===== src/rtl/bcd_pkg.sv =====
// Shared types, constants and arithmetic helpers for the DXT block decoder.
// No dependencies; imported by bcd_palette and bc_texture_block_decoder.
`default_nettype none

package bcd_pkg;

	// Block formats. The unused fourth code decodes as DXT1.
	typedef enum logic [1:0] {
		FMT_DXT1 = 2'd0,
		FMT_DXT3 = 2'd1,
		FMT_DXT5 = 2'd2
	} fmt_t;

	localparam logic [3:0] LAST_TEXEL     = 4'hF;
	localparam logic [7:0] ALPHA_OPAQUE   = 8'hFF;
	localparam logic [7:0] ALPHA_CLEAR    = 8'h00;
	localparam logic [1:0] CI_TRANSPARENT = 2'd3;

	// Reciprocals for exact truncating division over the value ranges used here.
	localparam logic [13:0] RECIP31 = 14'd8457;   // x < 8192,   shift 18
	localparam logic [14:0] RECIP63 = 15'd16645;  // x < 16384,  shift 20
	localparam logic [9:0]  RECIP3  = 10'd683;    // x < 1024,   shift 11
	localparam logic [11:0] RECIP7  = 12'd2341;   // x < 2048,   shift 14
	localparam logic [11:0] RECIP5  = 12'd3277;   // x < 2048,   shift 14

	// Endpoints after expansion, alpha numerators, and the raw index words.
	typedef struct packed {
		fmt_t             fmt;
		logic             three_color;
		logic [7:0]       r0;
		logic [7:0]       g0;
		logic [7:0]       b0;
		logic [7:0]       r1;
		logic [7:0]       g1;
		logic [7:0]       b1;
		logic             a_gt;
		logic [7:0]       a0;
		logic [7:0]       a1;
		logic [5:0][10:0] anum;
		logic [63:0]      alpha_block;
		logic [31:0]      cidx;
	} bcd_ends_t;

	// Full color palette and alpha table for one block.
	typedef struct packed {
		fmt_t            fmt;
		logic            three_color;
		logic [3:0][7:0] red;
		logic [3:0][7:0] green;
		logic [3:0][7:0] blue;
		logic [7:0][7:0] atab;
		logic [63:0]     alpha_block;
		logic [31:0]     cidx;
	} bcd_pal_t;

	// v * 255 / 31, truncated.
	function automatic logic [7:0] expand5(input logic [4:0] v);
		logic [12:0] x;
		logic [26:0] p;
		x = {v, 8'd0} - {8'd0, v};
		p = {14'd0, x} * {13'd0, RECIP31};
		return p[25:18];
	endfunction

	// v * 255 / 63, truncated.
	function automatic logic [7:0] expand6(input logic [5:0] v);
		logic [13:0] x;
		logic [28:0] p;
		x = {v, 8'd0} - {8'd0, v};
		p = {15'd0, x} * {14'd0, RECIP63};
		return p[27:20];
	endfunction

	// (2a + b) / 3, truncated.
	function automatic logic [7:0] third(input logic [7:0] a, input logic [7:0] b);
		logic [9:0]  x;
		logic [19:0] p;
		x = {1'b0, a, 1'b0} + {2'b00, b};
		p = {10'd0, x} * {10'd0, RECIP3};
		return p[18:11];
	endfunction

	// (a + b) / 2, truncated.
	function automatic logic [7:0] half(input logic [7:0] a, input logic [7:0] b);
		logic [8:0] s;
		s = {1'b0, a} + {1'b0, b};
		return s[8:1];
	endfunction

	function automatic logic [7:0] div7(input logic [10:0] x);
		logic [22:0] p;
		p = {12'd0, x} * {11'd0, RECIP7};
		return p[21:14];
	endfunction

	function automatic logic [7:0] div5(input logic [10:0] x);
		logic [22:0] p;
		p = {12'd0, x} * {11'd0, RECIP5};
		return p[21:14];
	endfunction

endpackage

`default_nettype wire


===== src/rtl/bcd_if.sv =====
// Valid/ready channel interfaces for compressed blocks and decoded texels.
// No dependencies.
`default_nettype none

interface bcd_block_if;
	logic        valid;
	logic        ready;
	logic [63:0] alpha_block;
	logic [63:0] color_block;

	modport source(output valid, output alpha_block, output color_block, input ready);
	modport sink(input valid, input alpha_block, input color_block, output ready);
endinterface

interface bcd_texel_if;
	logic       valid;
	logic       ready;
	logic [7:0] red;
	logic [7:0] green;
	logic [7:0] blue;
	logic [7:0] alpha;
	logic [3:0] texel_index;
	logic       last_texel;

	modport source(output valid, output red, output green, output blue, output alpha,
		output texel_index, output last_texel, input ready);
	modport sink(input valid, input red, input green, input blue, input alpha,
		input texel_index, input last_texel, output ready);
endinterface

`default_nettype wire


===== src/rtl/bc_texture_block_decoder.sv =====
// Top level of the DXT1/DXT3/DXT5 block decoder: block register, endpoint
// stage, palette stage and texel output register. Depends on bcd_pkg, bcd_if, bcd_palette.
//
//   Channel  | Direction | Payload                                        | Unit
//   blocks   | in        | alpha_block, color_block                       | one 4x4 block
//   texels   | out       | red, green, blue, alpha, texel_index, last_texel | one texel
//   cfg      | in        | cfg_wdata (block_format)                       | register write
//
// Each block yields 16 texels, one per cycle from the texel output register while
// the output is not stalled; a block passes through the block, endpoint and palette
// registers before its first texel reaches the texel output register.
// Up to two further blocks wait in the block and endpoint stages while a block is sent.
// Reset clears the format register to DXT1 and empties every stage.
// A stalled texel output holds its item and backs up the stages behind it.
`default_nettype none

module bc_texture_block_decoder
	import bcd_pkg::*;
(
	input  logic             clk,
	input  logic             arst_n,
	input  logic             cfg_we,
	input  logic [1:0]       cfg_wdata,
	bcd_block_if.sink        blocks,
	bcd_texel_if.source      texels
);

	logic [1:0]  block_format_q;
	fmt_t        fmt_cur;

	logic        s1_valid_q;
	fmt_t        fmt_s1;
	logic [63:0] alpha_s1;
	logic [63:0] color_s1;

	logic        s2_valid_q;
	bcd_ends_t   ends_d;
	bcd_ends_t   ends_s2;

	logic        s3_valid_q;
	bcd_pal_t    pal_d;
	bcd_pal_t    pal_s3;
	logic [3:0]  cnt_q;

	logic        tv_q;
	logic [7:0]  red_q;
	logic [7:0]  green_q;
	logic [7:0]  blue_q;
	logic [7:0]  alpha_q;
	logic [3:0]  index_q;
	logic        last_q;

	logic        s1_load;
	logic        s2_load;
	logic        s3_load;
	logic        s3_done;
	logic        out_load;

	logic [1:0]  ci;
	logic [3:0]  a_nib;
	logic [5:0]  a_pos;
	logic [2:0]  a_sel;
	logic [7:0]  alpha_d;

	// Format register; the unused code decodes as DXT1.
	always_ff @(posedge clk or negedge arst_n) begin
		if (!arst_n) begin
			block_format_q <= FMT_DXT1;
		end else if (cfg_we) begin
			block_format_q <= cfg_wdata;
		end
	end

	always_comb begin
		case (block_format_q)
			FMT_DXT3: fmt_cur = FMT_DXT3;
			FMT_DXT5: fmt_cur = FMT_DXT5;
			default:  fmt_cur = FMT_DXT1;
		endcase
	end

	// Stage handshake: each stage moves on when the one after it frees up.
	assign out_load     = s3_valid_q && (!tv_q || texels.ready);
	assign s3_done      = out_load && (cnt_q == LAST_TEXEL);
	assign s3_load      = s2_valid_q && (!s3_valid_q || s3_done);
	assign s2_load      = s1_valid_q && (!s2_valid_q || s3_load);
	assign blocks.ready = !s1_valid_q || s2_load;
	assign s1_load      = blocks.valid && blocks.ready;

	always_ff @(posedge clk or negedge arst_n) begin
		if (!arst_n) begin
			s1_valid_q <= 1'b0;
			s2_valid_q <= 1'b0;
			s3_valid_q <= 1'b0;
			cnt_q      <= '0;
			tv_q       <= 1'b0;
		end else begin
			if (s1_load) begin
				s1_valid_q <= 1'b1;
			end else if (s2_load) begin
				s1_valid_q <= 1'b0;
			end
			if (s2_load) begin
				s2_valid_q <= 1'b1;
			end else if (s3_load) begin
				s2_valid_q <= 1'b0;
			end
			if (s3_load) begin
				s3_valid_q <= 1'b1;
			end else if (s3_done) begin
				s3_valid_q <= 1'b0;
			end
			if (out_load) begin
				cnt_q <= cnt_q + 4'd1;
			end
			if (out_load) begin
				tv_q <= 1'b1;
			end else if (texels.ready) begin
				tv_q <= 1'b0;
			end
		end
	end

	// Endpoint stage: expand RGB565 endpoints and form the alpha numerators.
	always_comb begin
		ends_d.fmt         = fmt_s1;
		ends_d.three_color = (fmt_s1 == FMT_DXT1) && (color_s1[15:0] <= color_s1[31:16]);
		ends_d.r0          = expand5(color_s1[15:11]);
		ends_d.g0          = expand6(color_s1[10:5]);
		ends_d.b0          = expand5(color_s1[4:0]);
		ends_d.r1          = expand5(color_s1[31:27]);
		ends_d.g1          = expand6(color_s1[26:21]);
		ends_d.b1          = expand5(color_s1[20:16]);
		ends_d.a0          = alpha_s1[7:0];
		ends_d.a1          = alpha_s1[15:8];
		ends_d.a_gt        = alpha_s1[7:0] > alpha_s1[15:8];
		ends_d.alpha_block = alpha_s1;
		ends_d.cidx        = color_s1[63:32];
		for (int i = 1; i < 7; i++) begin
			if (ends_d.a_gt) begin
				ends_d.anum[i - 1] = 11'(7 - i) * {3'd0, alpha_s1[7:0]}
					+ 11'(i) * {3'd0, alpha_s1[15:8]};
			end else if (i < 5) begin
				ends_d.anum[i - 1] = 11'(5 - i) * {3'd0, alpha_s1[7:0]}
					+ 11'(i) * {3'd0, alpha_s1[15:8]};
			end else begin
				ends_d.anum[i - 1] = 11'd0;
			end
		end
	end

	// Palette stage.
	bcd_palette u_palette (
		.ends (ends_s2),
		.pal  (pal_d)
	);

	// Per-texel selection of color and alpha.
	always_comb begin
		ci    = pal_s3.cidx[{cnt_q, 1'b0} +: 2];
		a_nib = pal_s3.alpha_block[{cnt_q, 2'b00} +: 4];
		a_pos = 6'd16 + {2'b00, cnt_q} + {1'b0, cnt_q, 1'b0};
		a_sel = pal_s3.alpha_block[a_pos +: 3];
		case (pal_s3.fmt)
			FMT_DXT3: alpha_d = {a_nib, a_nib};
			FMT_DXT5: alpha_d = pal_s3.atab[a_sel];
			default:  alpha_d = (pal_s3.three_color && (ci == CI_TRANSPARENT)) ?
				ALPHA_CLEAR : ALPHA_OPAQUE;
		endcase
	end

	// Payload registers of all stages.
	always_ff @(posedge clk) begin
		if (s1_load) begin
			fmt_s1   <= fmt_cur;
			alpha_s1 <= blocks.alpha_block;
			color_s1 <= blocks.color_block;
		end
		if (s2_load) begin
			ends_s2 <= ends_d;
		end
		if (s3_load) begin
			pal_s3 <= pal_d;
		end
		if (out_load) begin
			red_q   <= pal_s3.red[ci];
			green_q <= pal_s3.green[ci];
			blue_q  <= pal_s3.blue[ci];
			alpha_q <= alpha_d;
			index_q <= cnt_q;
			last_q  <= (cnt_q == LAST_TEXEL);
		end
	end

	assign texels.valid       = tv_q;
	assign texels.red         = red_q;
	assign texels.green       = green_q;
	assign texels.blue        = blue_q;
	assign texels.alpha       = alpha_q;
	assign texels.texel_index = index_q;
	assign texels.last_texel  = last_q;

	// The texel counter only moves while a block sits in the palette stage.
	a_cnt_idle: assert property (@(posedge clk) disable iff (!arst_n)
		!s3_valid_q |-> (cnt_q == 4'd0))
		else $error("texel counter off zero with no block in the palette stage");

	// A texel sent from count fifteen carries the last-texel mark, and only it.
	a_last_mark: assert property (@(posedge clk) disable iff (!arst_n)
		out_load |=> (texels.last_texel == ($past(cnt_q) == LAST_TEXEL)))
		else $error("last-texel mark does not match the texel count");

	// A block in the endpoint stage is never dropped before it moves on.
	a_s2_hold: assert property (@(posedge clk) disable iff (!arst_n)
		(s2_valid_q && !s3_load) |=> s2_valid_q)
		else $error("endpoint stage lost a block");

endmodule

`default_nettype wire


===== src/rtl/bcd_palette.sv =====
// Builds the four-entry color palette and eight-entry alpha table of a block
// from its expanded endpoints. Depends on bcd_pkg.
`default_nettype none

module bcd_palette
	import bcd_pkg::*;
(
	input  bcd_ends_t ends,
	output bcd_pal_t  pal
);

	// Color palette: thirds in four-color mode, half and black in three-color mode.
	always_comb begin
		pal.fmt         = ends.fmt;
		pal.three_color = ends.three_color;
		pal.alpha_block = ends.alpha_block;
		pal.cidx        = ends.cidx;
		pal.red[0]      = ends.r0;
		pal.green[0]    = ends.g0;
		pal.blue[0]     = ends.b0;
		pal.red[1]      = ends.r1;
		pal.green[1]    = ends.g1;
		pal.blue[1]     = ends.b1;
		if (ends.three_color) begin
			pal.red[2]   = half(ends.r0, ends.r1);
			pal.green[2] = half(ends.g0, ends.g1);
			pal.blue[2]  = half(ends.b0, ends.b1);
			pal.red[3]   = 8'd0;
			pal.green[3] = 8'd0;
			pal.blue[3]  = 8'd0;
		end else begin
			pal.red[2]   = third(ends.r0, ends.r1);
			pal.green[2] = third(ends.g0, ends.g1);
			pal.blue[2]  = third(ends.b0, ends.b1);
			pal.red[3]   = third(ends.r1, ends.r0);
			pal.green[3] = third(ends.g1, ends.g0);
			pal.blue[3]  = third(ends.b1, ends.b0);
		end

		// Alpha table: six sevenths, or four fifths followed by fully clear and opaque.
		pal.atab[0] = ends.a0;
		pal.atab[1] = ends.a1;
		for (int i = 1; i < 7; i++) begin
			if (ends.a_gt) begin
				pal.atab[i + 1] = div7(ends.anum[i - 1]);
			end else if (i < 5) begin
				pal.atab[i + 1] = div5(ends.anum[i - 1]);
			end else if (i == 5) begin
				pal.atab[i + 1] = ALPHA_CLEAR;
			end else begin
				pal.atab[i + 1] = ALPHA_OPAQUE;
			end
		end
	end

endmodule

`default_nettype wire

===== src/flat_wrapper.sv =====
// flat-port wrapper written by rule: the top's interface ports become plain ports
module bc_texture_block_decoder_flat import bcd_pkg::*;
  (clk, arst_n, cfg_we, cfg_wdata, blocks_valid, blocks_alpha_block, blocks_color_block, blocks_ready, texels_valid, texels_red, texels_green, texels_blue, texels_alpha, texels_texel_index, texels_last_texel, texels_ready);
  bcd_block_if blocks_i ();
  bcd_texel_if texels_i ();
  input  logic clk;
  input  logic arst_n;
  input  logic cfg_we;
  input  logic [1:0] cfg_wdata;
  input wire logic [$bits(blocks_i.valid)-1:0] blocks_valid;
  input wire logic [$bits(blocks_i.alpha_block)-1:0] blocks_alpha_block;
  input wire logic [$bits(blocks_i.color_block)-1:0] blocks_color_block;
  output wire logic [$bits(blocks_i.ready)-1:0] blocks_ready;
  output wire logic [$bits(texels_i.valid)-1:0] texels_valid;
  output wire logic [$bits(texels_i.red)-1:0] texels_red;
  output wire logic [$bits(texels_i.green)-1:0] texels_green;
  output wire logic [$bits(texels_i.blue)-1:0] texels_blue;
  output wire logic [$bits(texels_i.alpha)-1:0] texels_alpha;
  output wire logic [$bits(texels_i.texel_index)-1:0] texels_texel_index;
  output wire logic [$bits(texels_i.last_texel)-1:0] texels_last_texel;
  input wire logic [$bits(texels_i.ready)-1:0] texels_ready;
  assign blocks_i.valid = blocks_valid;
  assign blocks_i.alpha_block = blocks_alpha_block;
  assign blocks_i.color_block = blocks_color_block;
  assign blocks_ready = blocks_i.ready;
  assign texels_valid = texels_i.valid;
  assign texels_red = texels_i.red;
  assign texels_green = texels_i.green;
  assign texels_blue = texels_i.blue;
  assign texels_alpha = texels_i.alpha;
  assign texels_texel_index = texels_i.texel_index;
  assign texels_last_texel = texels_i.last_texel;
  assign texels_i.ready = texels_ready;
  bc_texture_block_decoder u_core (.clk(clk), .arst_n(arst_n), .cfg_we(cfg_we), .cfg_wdata(cfg_wdata), .blocks(blocks_i), .texels(texels_i));
endmodule

===== config.mk =====
export PLATFORM = sky130hd
export DESIGN_NAME = bc_texture_block_decoder_flat
export DESIGN_NICKNAME = d
export VERILOG_FILES = /design/src/rtl/bcd_pkg.sv /design/src/rtl/bcd_if.sv /design/src/rtl/bc_texture_block_decoder.sv /design/src/rtl/bcd_palette.sv /design/src/flat_wrapper.sv
export SDC_FILE = /design/constraint.sdc
export NUM_CORES = 2
export LEC_CHECK = 0
export ABC_AREA = 1
export BUFFER_PORTS_ARGS = -buffer_cell sky130_fd_sc_hd__buf_2
export CORE_UTILIZATION = 28
export CTS_CLUSTER_DIAMETER = 100
export DETAILED_ROUTE_END_ITERATION = 12
export HOLD_SLACK_MARGIN = 0.03
export PLACE_DENSITY_LB_ADDON = 0.05
export SYNTH_ARGS = -nofsm -noshare
export SYNTH_HDL_FRONTEND = slang
export SYNTH_SLANG_ARGS = --single-unit

===== constraint.sdc =====
create_clock -name clk -period 16.6 [get_ports clk]
set_input_delay 1.66 -clock clk [delete_from_list [all_inputs] [get_ports clk]]
set_output_delay 1.66 -clock clk [all_outputs]
set_load 0.03 [all_outputs]

Yosys cells after proc, flatten, opt, wreduce, memory -nomap -nowiden
Index checks and enable logic that the tools add are counted.
{ "word_totals": {"register_bits": 666, "input_bits": 135, "output_inout_bits": 39, "wordCells": 177} }
{ "op_classes": {"n_addsub": 28, "mul": 28, "order_cmp": 4, "n_eq_ne": 6, "n_shift": 3, "muxes": 30, "n_reduce_logical": 20} }
{ "op_table": {"columns": ["operator", "n"], "rows": [
  ["multiplier 11 x 12 -> 22 bit, second input constant", 10],
  ["multiplier 10 x 10 -> 19 bit, second input constant", 6],
  ["multiplier 13 x 14 -> 26 bit, second input constant", 4],
  ["two-way mux 8 bit", 12],
  ["variable part select 64 x 7 -> 3 bit", 1],
  ["variable part select 64 x 7 -> 4 bit", 1],
  ["adder 9 x 8 -> 10 bit", 6],
  ["multiplier 14 x 15 -> 28 bit, second input constant", 2],
  ["subtractor 13 x 5 -> 13 bit", 4],
  ["binary-select mux 8 bit (select 2 bit)", 3],
  ["two-way mux 11 bit", 4],
  ["multiplier 2 x 8 -> 10 bit, first input constant", 4],
  ["variable part select 32 x 6 -> 2 bit", 1],
  ["subtractor 14 x 6 -> 14 bit", 2],
  ["adder 8 x 8 -> 9 bit", 3],
  ["binary-select mux 8 bit (select 3 bit)", 1],
  ["adder 10 x 10 -> 11 bit", 2],
  ["multiplier 3 x 8 -> 11 bit, first input constant", 2],
  ["<= comparator 16 bit", 1],
  ["case mux 8 bit (2 select lines)", 1],
  ["adder 10 x 8 -> 11 bit", 1],
  ["adder 10 x 9 -> 11 bit", 1],
  ["adder 11 x 8 -> 11 bit", 1],
  ["adder 11 x 9 -> 11 bit", 1],
  ["20 further kinds", 45]
]} }

Longest topological paths before layout
{ "logic_depth": {"ltp_word": 11, "depth_mapped": 30, "ltp_nobuf": 30} }

Hierarchy
Synthesis repeated with hierarchy kept, for this count alone.
{ "hier_totals": {"cells_unflattened": 8412, "area_unflattened_um2": 73858.3} }
{ "by_module_without_submodules": {"columns": ["mod", "n_inst", "cells_per_inst", "area_each_um2"], "rows": [
  ["bc_texture_block_decoder", 1, 3514, 38035.2],
  ["bcd_palette", 1, 4898, 35823.1]
]} }

Least setup slack after synthesis
OpenSTA, ideal clock, no wires.
{ "synth_timing": {"path_type": "input to register", "start": "input port texels_ready", "end": "register u_core.pal_s3[0] (netlist bit), enable pin", "setup_ns": 0.850, "arrival_time_ns": 11.919, "t_required_ns": 15.750, "path_slack_ns": 3.831, "stages": 4, "path_buffers": 0, "path_cell_list": "inv_1 > nand2_1 > a21oi_1 > nor2_1"} }
{ "synth_between": {"elab_chain_cells": 5} }
{ "synth_rtl": {"columns": ["item", "line_no", "source"], "rows": [
  ["from (decl)", "flat_wrapper.sv:21", "input wire logic [$bits(texels_i.ready)-1:0] texels_ready;"],
  ["logical OR 1 bit", "bc_texture_block_decoder.sv:83", "assign out_load = s3_valid_q && (!tv_q || texels.ready);"],
  ["logical AND 1 bit", "bc_texture_block_decoder.sv:83", null],
  ["logical AND 1 bit", "bc_texture_block_decoder.sv:84", "assign s3_done = out_load && (cnt_q == LAST_TEXEL);"],
  ["logical OR 1 bit", "bc_texture_block_decoder.sv:85", "assign s3_load = s2_valid_q && (!s3_valid_q || s3_done);"],
  ["logical AND 1 bit", "bc_texture_block_decoder.sv:85", null],
  ["net u_core.s3_load", "bc_texture_block_decoder.sv:55", "logic s3_load;"],
  ["to (signal assigned)", "bc_texture_block_decoder.sv:183", "pal_s3 <= pal_d;"],
  ["to (decl)", "bc_texture_block_decoder.sv:42", "bcd_pal_t pal_s3;"]
]} }
The timed path passes the listed nets, and every way through them passes these cells.
A chain may end at the register's enable or synchronous reset.

==> flow_summary.json <==
{
  "antenna_found_initial": 4,
  "grt_setup_unrepaired": "no",
  "core_um2": 243200,
  "netlist_instances": 7372,
  "crit_fanout": 6,
  "ios": 174,
  "cts_made_buffers": 86,
  "synth-seq-cells": 630,
  "cts-root-buf": "clkbuf_16",
  "grt_use_total_pct": 15.81,
  "maxSlewHeadroom_pct": 28.40,
  "wl_um": 192400,
  "timing.final.ws_setup_ns": 10.40,
  "grt_max_degree": 122,
  "ys.flop_type": "edfxtp_1",
  "reg2reg_depth": 30,
  "fillCellCount": 25646,
  "clock-sinks": 630,
  "worstReg2RegEnd": "u_core.pal_s3[215]",
  "wl_per_cell_um": 17.72,
  "start_kind": "flop",
  "cp_slowest_cell": "fa_1",
  "worstPathRequired_ns": 17.10,
  "synth_area_leaders": "ha_1, edfxtp_1, fa_1, inv_1, nand2_1",
  "initial_core_util_pct": 28.18,
  "syn2layout_area_growth_pct": 10.98,
  "fin_crit_ns": 6.200,
  "path_class": "flop to flop",
  "ff2ff_setup_slack_ns": 10.40,
  "place_ws_ns": 10.38,
  "critical_path.endpoint_type": "flop",
  "grt_pass1_wl_um": 302100,
  "syn_area_per_cell_um2": 9.298,
  "ys.warnings.count": 0,
  "chipWidth_um": 496.8,
  "min_path_cells": 0,
  "final_nets": 9672,
  "seq_area_frac_synth_pct": 27.53,
  "cap_violations": 0,
  "critPathMaxStageDelay_ns": 0.53,
  "drive_gt1_share_pct": 5.227,
  "final-hold-violation-count": 0,
  "min_to": "u_core.pal_s3[14]",
  "first_iter_violations": 2165,
  "ctsResizeCount": 0,
  "drt-pass1-iter-count": 5,
  "max_clock_freq_mhz": 161.3,
  "tightest_slew_ns": 1.072,
  "synth_top_cell_by_area": "ha_1",
  "rows": 181,
  "clock_path_buffers": 3,
  "path_clk_slew_ns": 0.06,
  "hpwl_um": 156500,
  "fp.dieH_um": 496.8,
  "syn-cell-area_um2": 68550,
  "synth.distinct_cells": 58,
  "viasPerCell": 4.561,
  "final_util_pct": 31.28,
  "cts_hold_buf": 0,
  "cts_tree": "done",
  "status": "completed",
  "synthTopCellsByCount": "ha_1, inv_1, nand2_1, edfxtp_1, a21oi_1",
  "gp_congestion": 0.8110,
  "setup_viol": 0,
  "die-area_um2": 246800,
  "report.final.slew_viol_count": 0,
  "period_share_pct": 37.35,
  "drc": 0,
  "num_vias": 49522,
  "grt_overflow_total": 0,
  "grt_pass1_vias": 51978,
  "dpl.cell_count": 10703,
  "cp.arrival_ns": 6.70,
  "port_buffers": 173,
  "synth_edf_count": 620,
  "synth.top_cell.area_share_pct": 27.98,
  "yosysMostFrequentCell": "ha_1",
  "post_cts_buffers": 0,
  "worst_skew_pair.late_latency_ns": 0.76,
  "synthesis.nets": 9455,
  "fin_cells": 10857,
  "worstHoldPathType": "flop to flop",
  "htreeDepth": 3,
  "skew_ns": 0.07427,
  "ys_async_sr_fraction_pct": 1.587,
  "r2r_start": "u_core.ends_s2[211]",
  "setup_tns_ns": 0,
  "antenna_left": 0,
  "min_from": "u_core.ends_s2[14]"
}
-- worst max-delay path, delay by kind of cell (launching register included) --
kind	cells	cell delay, ns
xor+xnor	1	0.06
simple gates	10	1.09
fa+ha+maj	7	2.82
buf+inv	6	0.39
compound gates	6	1.08
flops	1	0.51
-- per-layer routing --
layer / global-route usage [%] / wire length, um / up-vias
li1: - / - / 25396
met1: 21.75 / 94660 / 23466
met2: 26.87 / 90580 / 513
met3: 1.705 / 4418 / 147
met4: 2.715 / 2772 / 0
met5: 0 / 0 / -
-- sequential cells by signal, indices dropped and copies added (netlist names) --
signal                     count
u_core.texels.alpha            8
u_core.texels.red              8
u_core.cnt_q                   4
u_core.s1_valid_q              1
u_core.fmt_s1                  2
u_core.ends_s2               210
u_core.block_format_q          2
u_core.texels.valid            1
u_core.texels.green            8
u_core.pal_s3                243
u_core.texels.blue             8
u_core.texels.texel_index      4
u_core.color_s1               64
u_core.s3_valid_q              1
u_core.texels.last_texel       1
u_core.s2_valid_q              1
u_core.alpha_s1               64
-- per-stage QoR --
stage	cell area (um^2)	hold WS, ns
floorplan	68550	0.4003
global placement	73300	0.4005
detailed placement	73300	0.4045
CTS	76060	0.4155
global route	76070	0.4198
finish	76070	0.4139
-- placed cells by master (no fill, tap or decap), drive strengths merged, types with 10 or more instances in the layout --
cell type and n:
edfxtp 620, o21a 15, nand2 1102, o22ai 14, o21ai 357, a32oi 24
dfrtp 10, o21bai 35, xnor2 66, nor2 386, clkbuf 103, fa 415
o31ai 10, nor3 37, a21boi 20, nand3 357, o211ai 17, nand4 47
a21oi 527, buf 218, o221ai 13, clkinv 34, inv 1360, a211oi 15
a31oi 32, a21o 36, ha 1533, xor2 147, or2 27
-- area by class of cell --
| class | count | area [um^2] | share of cell area (%) |
|---|---|---|---|
| multi-input cells | 5300 | 44120 | 58.00 |
| flip-flops and latches | 630 | 18870 | 24.81 |
| inverters | 1353 | 5094 | 6.696 |
| well taps | 3202 | 4006 | 5.267 |
| clock buffers | 103 | 2216 | 2.913 |
| repair buffers | 218 | 1204 | 1.582 |
| clock inverters | 49 | 551.8 | 0.7254 |
| diodes | 2 | 5.005 | 0.006579 |
-- how the worst max path moves through the flow --
stage / from / end / slack [ns] / depth (start not counted)
4_1_cts: u_core.ends_s2[179] / u_core.pal_s3[191] / 10.37 / 24
3_3_place_gp: u_core.ends_s2[188] / u_core.pal_s3[215] / 10.27 / 30
6_report: u_core.ends_s2[211] / u_core.pal_s3[215] / 10.40 / 30
5_1_grt: u_core.ends_s2[197] / u_core.pal_s3[255] / 9.87 / 27
3_5_place_dp: u_core.ends_s2[188] / u_core.pal_s3[215] / 10.38 / 30
2_1_floorplan: texels_ready / u_core.pal_s3[0] / 3.83 / 4
-- cell families after synthesis --
| logic type | share of synthesized area (%) |
|---|---|
| simple gates | 12.08 |
| fa+ha+maj | 40.10 |
| buf+inv | 8.130 |
| compound gates | 9.435 |
| flops | 27.53 |
| xor+xnor | 2.722 |
Power is left out: the tool's default activity adds up to more than one toggle a clock period on the data nets, which glitch-free logic cannot reach.
